<file path="config.mk">
export PLATFORM = sky130hd
export DESIGN_NAME = pbfa_mod2pi
export DESIGN_NICKNAME = d
export VERILOG_FILES = /design/src/rtl/pbfa_pkg.sv /design/src/rtl/pbfa_mod2pi.sv
export SDC_FILE = /design/constraint.sdc
export NUM_CORES = 1
export LEC_CHECK = 0
export BUFFER_PORTS_ARGS = -buffer_cell sky130_fd_sc_hd__clkbuf_2
export CORE_UTILIZATION = 62
export CTS_BUF_LIST = sky130_fd_sc_hd__clkbuf_16
export DETAILED_ROUTE_END_ITERATION = 10
export HOLD_SLACK_MARGIN = 0.02
export PLACE_DENSITY = 0.8
export SLEW_MARGIN = 20
export SYNTH_ARGS = -nofsm -noshare
export SYNTH_HDL_FRONTEND = slang
export SYNTH_SLANG_ARGS = --single-unit
</file>
<file path="constraint.sdc">
create_clock -name i_clk -period 9.7 [get_ports i_clk]
set_clock_uncertainty 0.15 [all_clocks]
set_input_delay 1.94 -clock i_clk [delete_from_list [all_inputs] [get_ports i_clk]]
set_output_delay 1.94 -clock i_clk [all_outputs]
set_load 0.005 [all_outputs]
</file>
<file path="src/rtl/pbfa_pkg.sv">
// Shared types and constants for the per-bin frame accumulator.
package pbfa_pkg;

    // Signed Q7.16 sample and sum width.
    localparam int DATA_W = 24;
    // Width of a phase wrapped into [-pi, pi), and of a value in [0, 2pi).
    localparam int PH_W = 19;
    // Configuration data width (widest register, frame_length).
    localparam int CFG_W = 10;
    localparam int CFG_IDX_W = 1;

    // pi and 2*pi in Q7.16.
    localparam int Q_PI = 205887;
    localparam int Q_TWO_PI = 2 * Q_PI;

    // Number of register stages in the modulo 2*pi unit.
    localparam int MOD_LAT = 4;

    // Defaults.
    localparam int MAX_BINS_DEF = 512;
    localparam int FL_RESET = 64;

    typedef enum logic [CFG_IDX_W-1:0] {
        CFG_WRAP_MODE    = 1'b0,
        CFG_FRAME_LENGTH = 1'b1
    } t_cfg_reg;

endpackage

</file>
<file path="src/rtl/pbfa_mod2pi.sv">
// Pipelined floor modulo 2*pi of a signed value, by reciprocal multiplication.
module pbfa_mod2pi
    import pbfa_pkg::*;
(
    input  logic                    i_clk,
    input  logic                    i_en,
    input  logic signed [DATA_W:0]  i_x,
    output logic [PH_W-1:0]         o_r
);

    // The input is lifted by a whole number of periods so that it is never negative.
    localparam int U_W = 26;
    localparam int NWRAP = ((1 << DATA_W) + Q_TWO_PI - 1) / Q_TWO_PI;
    localparam int OFFSET = NWRAP * Q_TWO_PI;
    localparam int SHIFT = 32;
    localparam longint unsigned RECIP_L = (64'd1 << SHIFT) / Q_TWO_PI;
    localparam int R_W = 14;
    localparam logic [R_W-1:0] RECIP = R_W'(RECIP_L);
    localparam int P_W = U_W + R_W;
    localparam int Q_W = P_W - SHIFT;
    localparam int QC_W = Q_W + PH_W;

    logic signed [U_W:0] n_sum;
    logic [U_W-1:0]      r_u1;
    logic [U_W-1:0]      r_u2;
    logic [U_W-1:0]      r_u3;
    logic [P_W-1:0]      r_p;
    logic [QC_W-1:0]     r_qc;
    logic [QC_W-1:0]     n_diff;
    logic [QC_W-1:0]     n_rem;
    logic [PH_W-1:0]     r_r;

    always_comb begin
        n_sum = (U_W+1)'(i_x) + (U_W+1)'(OFFSET);
    end

    // The estimated quotient is exact or one short, so one correction step suffices.
    always_comb begin
        n_diff = QC_W'(r_u3) - r_qc;
        if (n_diff >= QC_W'(Q_TWO_PI)) begin
            n_rem = n_diff - QC_W'(Q_TWO_PI);
        end else begin
            n_rem = n_diff;
        end
    end

    always_ff @(posedge i_clk) begin
        if (i_en) begin
            r_u1 <= n_sum[U_W-1:0];
            r_p  <= P_W'(r_u1) * P_W'(RECIP);
            r_u2 <= r_u1;
            r_qc <= QC_W'(r_p[P_W-1:SHIFT]) * QC_W'(Q_TWO_PI);
            r_u3 <= r_u2;
            r_r  <= PH_W'(n_rem);
        end
    end

    assign o_r = r_r;

endmodule

</file>
==> flow_summary.ini <==
[floorplanning]
die_h_um = 154
die_w_um = 154
start_util_pct = 63.4
coreArea_mm2 = 0.0226
die_area_mm2 = 0.0238
floorplan.rows = 55
io_pins = 46

[global_routing]
grt_remaining_overflow = 0
grt_pass1_vias = 9974
grt.total_usage_pct = 26.4
antenna_found_initial = 0
grt_pass1_wl_um = 48200
grt_max_degree = 91

[cts]
htreeDepth = 4
clk_pin_slew_ns = 0.06
cts_buffers = 17
cts_num_sinks = 131
ctsHoldBuffers = 0
clock_tree.root_cell = clkbuf_16
insertion_delay_ns = 0.42
post_cts_buffers = 0
cts_resized = 0
cts_buffer_depth = 2
cts_tree = built

[synth]
synth-edff-count = 131
syn_nets = 1760
synth_top_flop_cell = edfxtp_1
async_flop_share_pct = 0
synthCells = 1356
synth-seq-cells = 131
ys_types = 72
seq_area_frac_synth_pct = 27.4
syn_area_per_cell_um2 = 10.6
syn_area_mm2 = 0.0144
yosysWarningCount = 0

[critical_path]
r2r_setup_slack_ns = 3.06
r2r_cells = 19
r2r-end = r_p[39]
critPathRequiredTime_ns = 9.72
crit_arrival_ns = 6.66
path_max_fanout = 4
setup.worst_path.end_class = flop
reg2reg_from = r_u1[11]
start_kind = flop
path_class = flop to flop

[final_layout]
drive_above_1_share_pct = 6.95
ff_latch_area_mm2 = 0.00393
diodes = 0
fin_area_mm2 = 0.0155
synthToLayoutAreaGrowth_pct = 7.68
nets = 1816
multi_input_area_mm2 = 0.00900
fin_cells = 1710
fill_cells = 1622
layout_common_cells = inv_1, ha_1, fa_1, edfxtp_1, nor2_1
layout_commonest_cell = inv_1

[placed_design]
hpwl_um = 24000
dp_cells = 1678
dpl-instance-area_mm2 = 0.0149
io_buffers = 45
gp_congestion = 0.935

[sta]
maxSlewViolCount = 0
final-setup-viol-count = 0
worst_slew_pin_slew_ns = 0.860
hold_viol = 0
setup_tns_ns = 0
grt_setup_unrepaired = false
max_freq_ghz = 0.151
finalCritPeriodShare_pct = 68.5
period_minus_slack_ns = 6.64
slew_headroom_pct = 42.5

[drt]
drc = 0
drt-total-wl_um = 29000
viasPerCell = 5.58
drt_iter0_markers = 605
num_vias = 9536
drtAntennaViolNets = 0
wl_per_cell_um = 17.0
dr.pass1.iters = 5

[worst_hold_path]
hold_path_startpoint = r_u2[2]
hold_path_depth = 0
hold_end = r_u3[2]
hold_path_class = flop to flop

[flow_run]
maxCapViolations = 0

[outcome]
outcome = finished, final reports clean
-- registers in the layout, indices dropped and copies added (netlist names) --
signal,flops
r_u2,26
r_u1,26
r_u3,26
r_p,8
o_r,19
r_qc,26
-- worst max-delay path by stage --
stage	start	end	slack, ns	cells after the start
final	r_u1[11]	r_p[39]	3.06	19
after global routing	r_u1[12]	r_p[39]	2.78	19
after CTS	r_u1[11]	r_p[39]	3.14	19
after detailed placement	r_u1[11]	r_p[39]	3.14	19
after global placement	r_u1[12]	r_p[39]	3.24	19
after floorplan	r_u1[9]	r_p[39]	3.88	20
-- Yosys cell counts (all sizes together), types with 6 or more instances --
library cell | instances | share of area (%)
nand3 | 15 | 0.56
a31oi | 9 | 0.39
nor2b | 10 | 0.44
inv | 363 | 9.5
edfxtp | 131 | 27
a21boi | 6 | 0.31
xnor2 | 51 | 3.1
nand2 | 47 | 1.4
nor3 | 16 | 0.56
ha | 215 | 19
nand2b | 11 | 0.53
fa | 162 | 23
o211ai | 9 | 0.47
o21ai | 37 | 1.3
nor2 | 52 | 1.4
nand4 | 10 | 0.44
a21oi | 49 | 1.7
xor2 | 23 | 1.4
a21o | 17 | 0.89
o21a | 13 | 0.68
and3 | 17 | 0.74
-- routing by layer --
| layer | vias to the layer above | part of all wire [%] | global-route usage (%) |
|---|---|---|---|
| li1 | 4568 | - | - |
| met1 | 4654 | 42 | 33.4 |
| met2 | 251 | 50 | 46.2 |
| met3 | 63 | 4.3 | 3.66 |
| met4 | 0 | 2.8 | 9.67 |
| met5 | - | 0 | 0 |
-- logic make-up (layout without fill, tap and decap cells) --
kind of cell / Yosys count / count (layout) / share of synthesized area [%]
flops: 131 / 131 / 27.4
xor+xnor: 74 / 74 / 4.51
fa+ha+maj: 377 / 377 / 41.3
compound gates: 188 / 188 / 8.86
buf+inv: 372 / 441 / 9.91
simple gates: 209 / 209 / 7.61
mux: 5 / 5 / 0.366
-- through the flow --
| step | utilization (%) | hold slack (ns) | setup slack [ns] |
|---|---|---|---|
| floorplan | - | 0.250 | 3.88 |
| global placement | 65.8 | 0.251 | 3.24 |
| detailed placement | 65.8 | 0.255 | 3.14 |
| CTS | 68.3 | 0.266 | 3.14 |
| global route | 68.3 | 0.268 | 2.78 |
| finish | 68.3 | 0.265 | 3.06 |
-- worst max-delay path, cell delays in order, from the launching register on --
cell	delay, ns
edfxtp_1	0.47
inv_1	0.25
fa_1	0.49
fa_1	0.52
inv_1	0.06
fa_1	0.47
fa_1	0.49
inv_1	0.05
fa_1	0.53
inv_1	0.04
ha_1	0.31
a222oi_1	0.33
nand2_1	0.10
a31oi_1	0.35
o221ai_1	0.36
a221oi_1	0.50
o21ai_0	0.24
or3_1	0.37
a31oi_1	0.20
xnor2_1	0.08
-- layout make-up --
| cell class | count | area share [%] |
|---|---|---|
| clock buffers | 17 | 2.75 |
| multi-input cells | 853 | 58.2 |
| well taps | 285 | 2.31 |
| repair buffers | 46 | 1.55 |
| inverters | 363 | 8.81 |
| clock inverters | 15 | 0.915 |
| flip-flops and latches | 131 | 25.4 |
Power is not shown: default switching activity piles up to over one toggle a cycle in this logic, so the estimate is an artifact.
